==> config.mk <==
export PLATFORM = sky130hd
export DESIGN_NAME = ple_cell
export DESIGN_NICKNAME = d
export VERILOG_FILES = /design/src/rtl/core/ple_pkg.sv /design/src/rtl/core/ple_cell.sv
export SDC_FILE = /design/constraint.sdc
export NUM_CORES = 1
export LEC_CHECK = 0
export BUFFER_PORTS_ARGS = -buffer_cell sky130_fd_sc_hd__buf_4
export CORE_AREA = 2 2 163 165
export DETAILED_ROUTE_END_ITERATION = 8
export DIE_AREA = 0 0 165 167
export SYNTH_ARGS = -nofsm -noshare
export SYNTH_HDL_FRONTEND = slang
export SYNTH_SLANG_ARGS = --single-unit
==> constraint.sdc <==
create_clock -name clk -period 1.65 [get_ports clk]
set_clock_uncertainty 0.1 [all_clocks]
set_input_delay 0.0825 -clock clk [delete_from_list [all_inputs] [get_ports clk]]
set_output_delay 0.0825 -clock clk [all_outputs]
set_load 0.05 [all_outputs]
==> src/rtl/core/ple_pkg.sv <==
`timescale 1ns / 1ps
// Shared types, widths and codes for the positional list engine.
// No dependencies; the RTL files refer to this package by scoped names, the testbench imports it.
package ple_pkg;

    localparam int CAPACITY = 128;
    localparam int IDX_W    = $clog2(CAPACITY);
    localparam int CNT_W    = $clog2(CAPACITY + 1);

    localparam int REQ_W = 3;
    localparam int POS_W = 8;
    localparam int KEY_W = 32;
    localparam int VAL_W = 64;
    localparam int ST_W  = 3;

    // stream word layouts, rounded up to whole bytes
    localparam int IN_BITS  = REQ_W + POS_W + KEY_W + VAL_W;
    localparam int IN_W     = ((IN_BITS + 7) / 8) * 8;
    localparam int OUT_BITS = ST_W + POS_W + KEY_W + VAL_W + POS_W;
    localparam int OUT_W    = ((OUT_BITS + 7) / 8) * 8;

    // cells are grouped for the first-match and gather trees
    localparam int GRP  = 16;
    localparam int NGRP = (CAPACITY + GRP - 1) / GRP;

    typedef logic [KEY_W-1:0] key_t;
    typedef logic [VAL_W-1:0] val_t;
    typedef logic [POS_W-1:0] pos_t;
    typedef logic [IDX_W-1:0] idx_t;
    typedef logic [CNT_W-1:0] cnt_t;

    typedef enum logic [REQ_W-1:0] {
        REQ_APPEND     = 3'd0,
        REQ_INSERT     = 3'd1,
        REQ_REMOVE_AT  = 3'd2,
        REQ_REMOVE_KEY = 3'd3,
        REQ_SEARCH     = 3'd4,
        REQ_READ       = 3'd5
    } req_t;

    typedef enum logic [ST_W-1:0] {
        ST_OK     = 3'd0,
        ST_FULL   = 3'd1,
        ST_BADPOS = 3'd2,
        ST_NOKEY  = 3'd3,
        ST_EMPTY  = 3'd4
    } status_t;

    typedef enum logic [2:0] {
        S_IDLE,
        S_CMP,
        S_GRP,
        S_SEL,
        S_GATH,
        S_DONE
    } state_t;

    // broadcast from the sequencer to every cell
    typedef struct packed {
        logic ins_en;
        idx_t ins_idx;
        key_t new_key;
        val_t new_val;
        logic del_en;
        logic hit_key_en;
        logic hit_pos_en;
        idx_t pos_idx;
        cnt_t count;
    } cell_ctrl_t;

endpackage

==> src/rtl/core/ple_cell.sv <==
`timescale 1ns / 1ps
// One list slot: key/value storage, shift from either neighbor, hit flag.
// Depends on ple_pkg.
module ple_cell
(
    input  logic               clk,
    input  logic               rst_n,
    input  ple_pkg::idx_t      cell_idx,
    input  ple_pkg::cell_ctrl_t ctrl,
    input  ple_pkg::key_t      lower_key,
    input  ple_pkg::val_t      lower_val,
    input  ple_pkg::key_t      upper_key,
    input  ple_pkg::val_t      upper_val,
    input  logic               ge,
    output ple_pkg::key_t      key,
    output ple_pkg::val_t      val,
    output logic               hit
);

    ple_pkg::key_t key_reg, key_next;
    ple_pkg::val_t val_reg, val_next;
    logic          hit_reg, hit_next;

    always_comb
    begin
        key_next = key_reg;
        val_next = val_reg;
        if (ctrl.ins_en)
        begin
            if (cell_idx == ctrl.ins_idx)
            begin
                key_next = ctrl.new_key;
                val_next = ctrl.new_val;
            end
            else if (cell_idx > ctrl.ins_idx)
            begin
                key_next = lower_key;
                val_next = lower_val;
            end
        end
        else if (ctrl.del_en && ge)
        begin
            key_next = upper_key;
            val_next = upper_val;
        end

        hit_next = (ctrl.hit_key_en && (ple_pkg::CNT_W'(cell_idx) < ctrl.count)
                    && (key_reg == ctrl.new_key))
                || (ctrl.hit_pos_en && (cell_idx == ctrl.pos_idx));
    end

    always_ff @(posedge clk)
    begin
        key_reg <= key_next;
        val_reg <= val_next;
    end

    always_ff @(posedge clk or negedge rst_n)
    begin
        if (!rst_n)
            hit_reg <= 1'b0;
        else
            hit_reg <= hit_next;
    end

    assign key = key_reg;
    assign val = val_reg;
    assign hit = hit_reg;

endmodule

==> summary.txt <==
Outcome
  • Failing checks: negative setup slack
  • Status: finished, violations left

Global routing
  • Grt total ovfl: 0
  • Vias in the first global route: 6373
  • Pin count of the biggest net entering global routing: 86
  • Initial antenna violation count: 1
  • First-pass GRT wire length: 33.4 mm
  • GRT Total Usage: 0.161

Worst setup path
  • Worst Reg-to-Reg Cells: 6
  • CP Class: reg2reg
  • CP max FO: 2
  • Crit. Startpoint: key[22]$_DFFE_PP_
  • Reg-to-reg setup timing slack: -0.03 ns
  • Required time worst endpoint: 1.81 ns
  • Worst setup SP type: register
  • Worst Setup End Kind: register
  • Reg2reg start: key[22]$_DFFE_PP_
  • R2R Path End: hit$_DFF_PN0_
  • Arr. time, crit path: 1.85 ns

Worst hold path
  • Min-delay src: upper_key[29]
  • Hold depth: 3
  • Hold Path Class: in2reg
  • Hold EP: key[29]$_DFFE_PP_

Detailed routing
  • Total number of vias: 6027
  • Met1 WL: 8.60 mm
  • Vias per inst: 4.24
  • DR WL/cell: 16.3 um
  • Drt initial violations: 256
  • Max layer used: met4
  • WL met3: 1.76 mm
  • Met2 routed WL: 12.3 mm
  • First drt pass iteration count: 4
  • Routed Antenna Nets: 0
  • # DRC: 0
  • Post-Route WL: 23.2 mm

Layout
  • Commonest cells after routing, fill and taps aside: buf_4 (471), a21oi_1 (100), dlygate4sd3_1 (99), nor2_1 (96), edfxtp_1 (96)
  • Fill cells: 2447
  • Layout area overhead: 95.7%
  • Non-Filler Instances: 1420
  • Share of layout cells above drive strength 1: 0.473
  • # nets final: 1416
  • Sequential Area: 0.00291 mm2
  • Multi-input logic area: 0.00261 mm2
  • Largest register FFs: 64
  • Most common cell after layout, fill and taps aside: buf_4

Power
  • Overall Power: 0.00885 W
  • Power per cell area: 800 mW/mm2
  • Lkg Pwr: 4.76 nW
  • Peak VDD IR: 337 uV

Synth
  • Post-synthesis sequential area ratio: 0.514
  • Post-synth top flop: edfxtp_1
  • Synth Warn #: 0
  • Cells after synthesis: 516
  • Cell Area, Synth: 0.00565 mm2
  • Post-synth cell types: 27
  • Post-synth ARST share: 0.0103
  • Post-Syn Area per Cell: 11.0 um2
  • Syn Nets: 853
  • Number of flops mapped to enable cells by yosys: 96
  • FF+latch count, synth: 97

Die
  • I/O pin count: 421
  • Chip Width: 165 um
  • Core ar.: 0.0258 mm2
  • Die ar.: 0.0276 mm2
  • Starting Density: 0.219
  • Die Y: 167 um
  • # rows: 59

Timing
  • Tmin final: 1.68 ns
  • Final Hold Vio Count: 0
  • Final worst slack: -0.0331 ns
  • Final setup viols: 1
  • Fin crit share: 1.02
  • Max Fclk: 0.594 GHz
  • Final Max Tran Viols: 0
  • Tightest Pin Transition: 0.374 ns
  • Hold WS: 0.00521 ns
  • Setup repair after global routing missed its margin: yes
  • Slew Limit Headroom: 0.751

Clocking
  • Sink Count: 97
  • Number of buffers created by CTS: 9
  • Setup Fix Bufs, Post-CTS: 0
  • H-tree levels: 3
  • CTS root buffer: clkbuf_16
  • Worst skew pair latency: 0.35 ns
  • Worst-path clk slew: 0.07 ns
  • CTS tree: yes
  • Clock tree buffer depth: 2

Placement
  • Placed cell count: 1303
  • DP HPWL: 18.7 mm
  • I/O Buffers: 420
  • GPL Wtd Cong: 0.802
  • Pre-CTS setup slack: -0.327 ns

Run
  • Max-Cap Viols: 0
## synth_stat cells (2+ instances only)
master    instances  area (um2)
buf_4             3        22.5
nand4_1           5        31.3
buf_6             5        56.3
inv_1            13        48.8
mux2i_1          96         961
edfxtp_1         96        2880
xnor2_1          12         105
nor4_1            7        43.8
a21o_1            3        22.5
nand2b_1          4        25.0
nor2_1           96         360
a21oi_1         101         505
buf_2             2        10.0
clkbuf_1         22        82.6
ha_1             13         163
xor2_1           27         236
## where the power goes
part           leakage, nW  internal (W)  switching, W
combinational         3.67       0.00149       0.00206
clock                0.135       0.00105      0.000989
sequential           0.951       0.00313      0.000140
total                 4.76       0.00566       0.00319
## how the worst max path moves through the flow
stage                     slack [ns]                 to  cells past startpoint
final                          -0.03      hit$_DFF_PN0_                      6
after global routing           -0.23      hit$_DFF_PN0_                      6
after CTS                      -0.14      hit$_DFF_PN0_                      6
after detailed placement       -0.33  key[28]$_DFFE_PP_                      8
after global placement         -0.29  val[32]$_DFFE_PP_                      8
after floorplan                -1.27   key[0]$_DFFE_PP_                      7
## layer usage
metal / vias to the layer above / global-route usage
li1: 3012 / -
met1: 2721 / 0.170
met2: 269 / 0.306
met3: 25 / 0.0421
met4: 0 / 0.0514
met5: - / 0
## worst max-delay path, stage by stage (launching register included)
cell       delay, ns
edfxtp_1        0.41
xor2_1          0.19
nor4_2          0.29
buf_4           0.15
nand4_1         0.18
nor3_2          0.16
o2bb2ai_1       0.13
## cell families (layout without fill, tap and decap cells)
kind of cell,count (synthesis),in the layout,share of synthesized area
AOI/OAI and AO/OA,111,111,0.103
DFF,97,97,0.514
muxes,96,96,0.170
and+or+nand+nor,115,115,0.0843
adders and majority gates,13,13,0.0288
xor gates and xnor gates,39,39,0.0604
other,0,1,0
buffers and inverters,45,613,0.0389
## area by class of cell
type | count | area share
Multi-Input combinational cell | 374 | 0.236
Antenna cell | 1 | 0.000226
Inverter | 13 | 0.00554
Clock buffer | 10 | 0.0207
Sequential cell | 97 | 0.263
Clock inverter | 6 | 0.00452
Timing Repair Buffer | 584 | 0.432
Tap cell | 335 | 0.0379
## metrics by stage
| stage | TNS (ns) | util | area [um2] |
|---|---|---|---|
| final | -0.0331 | 0.430 | 11100 |
| after global routing | -0.245 | 0.430 | 11100 |
| after CTS | -0.136 | 0.427 | 11000 |
| after detailed placement | -48.46 | 0.377 | 9700 |
| after global placement | -44.34 | 0.377 | 9700 |
| after floorplan | -121.86 | - | 5710 |
## repair_timing
action / in CTS / in global routing
setup endpoints to repair: 1 / 5
hold buffers: 99 / 0
endpoints found under the hold margin: 83 / 0
gates cloned: 0 / 1
pin swaps: 6 / 1
resized for setup: 5 / 8
Note: power is estimated with default switching activity, not from simulation.
