## config.mk

```make
export PLATFORM = sky130hd
export DESIGN_NAME = ple_select
export DESIGN_NICKNAME = d
export VERILOG_FILES = /design/src/rtl/core/ple_pkg.sv /design/src/rtl/core/ple_select.sv
export SDC_FILE = /design/constraint.sdc
export NUM_CORES = 1
export LEC_CHECK = 0
export BUFFER_PORTS_ARGS = -buffer_cell sky130_fd_sc_hd__buf_2
export CORE_MARGIN = 2
export CORE_UTILIZATION = 50
export DETAILED_ROUTE_END_ITERATION = 8
export PLACE_DENSITY = 0.75
export SLEW_MARGIN = 30
export SYNTH_ARGS = -nofsm -noshare
export SYNTH_HDL_FRONTEND = slang
export SYNTH_SLANG_ARGS = --single-unit
```

## constraint.sdc

```tcl
create_clock -name clk -period 2.2 [get_ports clk]
set_input_delay 0.44 -clock clk [delete_from_list [all_inputs] [get_ports clk]]
set_output_delay 0.44 -clock clk [all_outputs]
set_load 0.01 [all_outputs]
```

## src/rtl/core/ple_pkg.sv

```systemverilog
`timescale 1ns / 1ps
// Shared types, widths and codes for the positional list engine.
// No dependencies; the RTL files refer to this package by scoped names, the testbench imports it.
package ple_pkg;

    localparam int CAPACITY = 128;
    localparam int IDX_W    = $clog2(CAPACITY);
    localparam int CNT_W    = $clog2(CAPACITY + 1);

    localparam int REQ_W = 3;
    localparam int POS_W = 8;
    localparam int KEY_W = 32;
    localparam int VAL_W = 64;
    localparam int ST_W  = 3;

    // stream word layouts, rounded up to whole bytes
    localparam int IN_BITS  = REQ_W + POS_W + KEY_W + VAL_W;
    localparam int IN_W     = ((IN_BITS + 7) / 8) * 8;
    localparam int OUT_BITS = ST_W + POS_W + KEY_W + VAL_W + POS_W;
    localparam int OUT_W    = ((OUT_BITS + 7) / 8) * 8;

    // cells are grouped for the first-match and gather trees
    localparam int GRP  = 16;
    localparam int NGRP = (CAPACITY + GRP - 1) / GRP;

    typedef logic [KEY_W-1:0] key_t;
    typedef logic [VAL_W-1:0] val_t;
    typedef logic [POS_W-1:0] pos_t;
    typedef logic [IDX_W-1:0] idx_t;
    typedef logic [CNT_W-1:0] cnt_t;

    typedef enum logic [REQ_W-1:0] {
        REQ_APPEND     = 3'd0,
        REQ_INSERT     = 3'd1,
        REQ_REMOVE_AT  = 3'd2,
        REQ_REMOVE_KEY = 3'd3,
        REQ_SEARCH     = 3'd4,
        REQ_READ       = 3'd5
    } req_t;

    typedef enum logic [ST_W-1:0] {
        ST_OK     = 3'd0,
        ST_FULL   = 3'd1,
        ST_BADPOS = 3'd2,
        ST_NOKEY  = 3'd3,
        ST_EMPTY  = 3'd4
    } status_t;

    typedef enum logic [2:0] {
        S_IDLE,
        S_CMP,
        S_GRP,
        S_SEL,
        S_GATH,
        S_DONE
    } state_t;

    // broadcast from the sequencer to every cell
    typedef struct packed {
        logic ins_en;
        idx_t ins_idx;
        key_t new_key;
        val_t new_val;
        logic del_en;
        logic hit_key_en;
        logic hit_pos_en;
        idx_t pos_idx;
        cnt_t count;
    } cell_ctrl_t;

endpackage

```

## src/rtl/core/ple_select.sv

```systemverilog
`timescale 1ns / 1ps
// Two-stage registered first-hit tree: one-hot select and at-or-after mask.
// Depends on ple_pkg.
module ple_select
(
    input  logic                          clk,
    input  logic                          rst_n,
    input  logic [ple_pkg::CAPACITY-1:0]  hit,
    output logic [ple_pkg::CAPACITY-1:0]  sel,
    output logic [ple_pkg::CAPACITY-1:0]  ge,
    output logic                          any
);

    logic [ple_pkg::CAPACITY-1:0] first_reg, first_next;
    logic [ple_pkg::CAPACITY-1:0] lpre_reg, lpre_next;
    logic [ple_pkg::NGRP-1:0]     gany_reg, gany_next;
    logic [ple_pkg::CAPACITY-1:0] sel_reg, sel_next;
    logic [ple_pkg::CAPACITY-1:0] ge_reg, ge_next;
    logic                         any_reg, any_next;

    // stage 1: first hit and running OR inside each group
    always_comb
    begin
        logic seen;
        int   idx;
        first_next = '0;
        lpre_next  = '0;
        gany_next  = '0;
        for (int g = 0; g < ple_pkg::NGRP; g++)
        begin
            seen = 1'b0;
            for (int j = 0; j < ple_pkg::GRP; j++)
            begin
                idx = g * ple_pkg::GRP + j;
                if (idx < ple_pkg::CAPACITY)
                begin
                    first_next[idx] = hit[idx] & ~seen;
                    seen            = seen | hit[idx];
                    lpre_next[idx]  = seen;
                end
            end
            gany_next[g] = seen;
        end
    end

    // stage 2: mask by hits in earlier groups
    always_comb
    begin
        logic earlier;
        int   idx;
        sel_next = '0;
        ge_next  = '0;
        earlier  = 1'b0;
        for (int g = 0; g < ple_pkg::NGRP; g++)
        begin
            for (int j = 0; j < ple_pkg::GRP; j++)
            begin
                idx = g * ple_pkg::GRP + j;
                if (idx < ple_pkg::CAPACITY)
                begin
                    sel_next[idx] = first_reg[idx] & ~earlier;
                    ge_next[idx]  = lpre_reg[idx] | earlier;
                end
            end
            earlier = earlier | gany_reg[g];
        end
        any_next = earlier;
    end

    always_ff @(posedge clk or negedge rst_n)
    begin
        if (!rst_n)
        begin
            first_reg <= '0;
            lpre_reg  <= '0;
            gany_reg  <= '0;
            sel_reg   <= '0;
            ge_reg    <= '0;
            any_reg   <= 1'b0;
        end
        else
        begin
            first_reg <= first_next;
            lpre_reg  <= lpre_next;
            gany_reg  <= gany_next;
            sel_reg   <= sel_next;
            ge_reg    <= ge_next;
            any_reg   <= any_next;
        end
    end

    assign sel = sel_reg;
    assign ge  = ge_reg;
    assign any = any_reg;

endmodule

```

==> impl_metrics.json <==
{
  "status": "finished, final reports clean",
  "hpwl_um": 24300,
  "p_sw_w": 0.00372,
  "grt_pass1_vias": 10100,
  "initial_core_util_pct": 50.7,
  "cp-start-kind": "flip-flop",
  "netlist_area_mm2": 0.0164,
  "syn_nets": 1258,
  "synthAdderAreaFrac_pct": 0,
  "synth_cells": 1128,
  "cp_data_arrival_time_ps": 2370,
  "powerDensity_mw_per_mm2": 887,
  "tns_ps": 0,
  "power.internal_w": 0.0146,
  "relSlewSlack_pct": 49.7,
  "ant_nets": 0,
  "min_path_type": "input port to flip-flop",
  "avgSynthCellArea_um2": 14.6,
  "cp_max_fo": 17,
  "viasPerCell": 4.79,
  "routabilityCongestion": 0.822,
  "grt_overflow": 0,
  "fin_worst_skew_ps": 19.2,
  "area_growth_pct": 25.5,
  "tightest_slew_ps": 747,
  "synth-seq-cells": 503,
  "switching_share_pct": 20.3,
  "setup_violations": 0,
  "cp-end-kind": "flip-flop",
  "dieArea_mm2": 0.0343,
  "seq_power_share_pct": 50.9,
  "total_power_w": 0.0183,
  "pre_cts_slack_ps": 194,
  "path_clk_slew_ps": 60,
  "clock-sinks": 503,
  "p_comb_share_pct": 3.0,
  "dp.cells": 1946,
  "synth_top_family_by_area": "simple AND/OR/NAND/NOR gates",
  "cts-root-buf": "clkbuf_16",
  "cts_tree": "built",
  "drcViolationCount": 0,
  "drtPass1Iterations": 4,
  "crit_slowest_cell": "or3_1",
  "power_frac_clock_pct": 46.1,
  "drive_above_1_share_pct": 33.7,
  "yosys-top-cells-area": "dfrtp_1 (77%), and2_1 (4.3%), or3_1 (2.4%)",
  "cellLeakagePower_nw": 9.52,
  "grt_usage_pct": 20.4,
  "synth.distinct_cells": 31,
  "fp-row-count": 66,
  "h-tree-depth": 2,
  "critPathKind": "flip-flop to flip-flop",
  "port_buffers": 386,
  "timing.final.ws_setup_ps": 308,
  "design_area_mm2": 0.0206,
  "final_nets": 1686,
  "fin_cells": 2039,
  "synth-simple-area-share_pct": 20.6,
  "slowest_delay_ps": 610,
  "clockBufferDepth": 3,
  "worstPathRequired_ps": 2680,
  "wl_per_cell_um": 17.0,
  "drt_iter0_drc": 429,
  "period_minus_slack_ps": 1890,
  "finalCritPeriodShare_pct": 86.0,
  "synth_top_cell_by_area": "dfrtp_1",
  "grt_max_degree": 88,
  "io_pins": 387,
  "synth_xor_area_share_pct": 0,
  "coreArea_mm2": 0.0325,
  "dr_total_vias": 9759,
  "max_freq_ghz": 0.529,
  "drv_slew": 0,
  "hold_viol_final": 0,
  "dpl_cell_area_mm2": 0.0190,
  "die_h_um": 185,
  "routed_wirelength_um": 34600,
  "drv_cap": 0,
  "grt_pass1_wl_um": 53700,
  "synth_top_area_share_pct": 76.6,
  "cts_inserted_buffers": 49,
  "die_x_um": 185,
  "rsz0062_at_grt": "false",
  "cts_setup_buffers": 0,
  "worstPathCellList": "or3_1, nor2_2, and2_1",
  "vdd_drop_max_mv": 0.659,
  "antenna_found_initial": 6,
  "synth-compound-area-share_pct": 0,
  "yosys_warnings": 0,
  "synthMuxAreaShare_pct": 0,
  "insertion_delay_ps": 540,
  "synth_seq_area_share_pct": 76.6
}
## layer usage
layer / up-vias / track usage (%) / wire length [um]
li1: 4535 / - / -
met1: 4806 / 23.9 / 12800
met2: 348 / 34.3 / 17300
met3: 66 / 7.85 / 3450
met4: 4 / 6.89 / 1020
met5: - / 0 / 24
## path summary, 6_finish.rpt
check,from,end,slack [ps],depth (start not counted)
min in group asynchronous,rst_n,any,410,2
worst min register to register,lpre_reg[9],ge[9],350,0
max in group asynchronous,rst_n,sel[65],1000,3
worst min-delay path,hit[80],first_reg[80],50,1
worst max-delay path,lpre_reg[63],sel[111],310,3
worst max register to register,lpre_reg[63],sel[111],310,3
## cells in the mapped netlist, drive strengths merged
master	number
nor3b	8
or3	62
and4b	16
and3b	7
nand4b	8
or4	7
nand3b	16
nor3	18
nor4b	9
dfrtp	503
nand3	26
inv	53
and3	25
nand2	16
clkbuf	22
and2	113
and4	14
nor2b	24
buf	19
nor2	67
or2	23
nor4	18
nand2b	54
## power by group through the flow
stage | registers, W | logic (W) | clock network (W)
final | 0.00932 | 0.000552 | 0.00843
after global routing | 0.00932 | 0.000629 | 0.00901
after CTS | 0.00932 | 0.000567 | 0.00860
after detailed placement | 0.00949 | 0.000560 | 0
after global placement | 0.00949 | 0.000543 | 0
after floorplan | 0.00949 | 0.000124 | 0
## repair_timing
action                                 4_1_cts  5_1_grt
gates resized for setup                      0        0
endpoints found under the hold margin       32        0
hold buffers                                 1        0
## logic make-up after synthesis
logic type / count (synthesis)
buffers and inverters: 94
DFF: 503
and+or+nand+nor: 531
## through the flow
stage	utilization [%]	hold slack [ps]
after floorplan	-	144
after global placement	58.4	332
after detailed placement	58.4	335
after CTS	63.5	20.7
after global routing	63.6	29.1
final	63.6	48.3
## layout make-up
cell class	count	area, um^2
Multi-Input combinational cell	531	3390
Inverter	53	199
Sequential cell	503	12600
Clock buffer	71	1430
Fill cell	2377	11800
Tap cell	442	553
Clock inverter	16	230
Antenna cell	5	12.5
Timing Repair Buffer	418	2230
## worst max-delay path, delay by kind of cell (launching register included)
family / cells / cell delay, ps
simple gates: 3 / 1430
flops: 1 / 390
## cell usage in the layout, fill, tap and decap left out, types with 18 or more instances in the layout
master and count:
and2_1 113, and3_1 25, buf_2 385, buf_4 27
clkbuf_16 50, dfrtp_1 503, inv_1 52, nand2b_1 54
nand3_1 26, nor2_1 66, nor2b_1 24, nor4_1 18
or2_2 23, or3_1 62
Note: power is estimated with default switching activity, not from simulation.
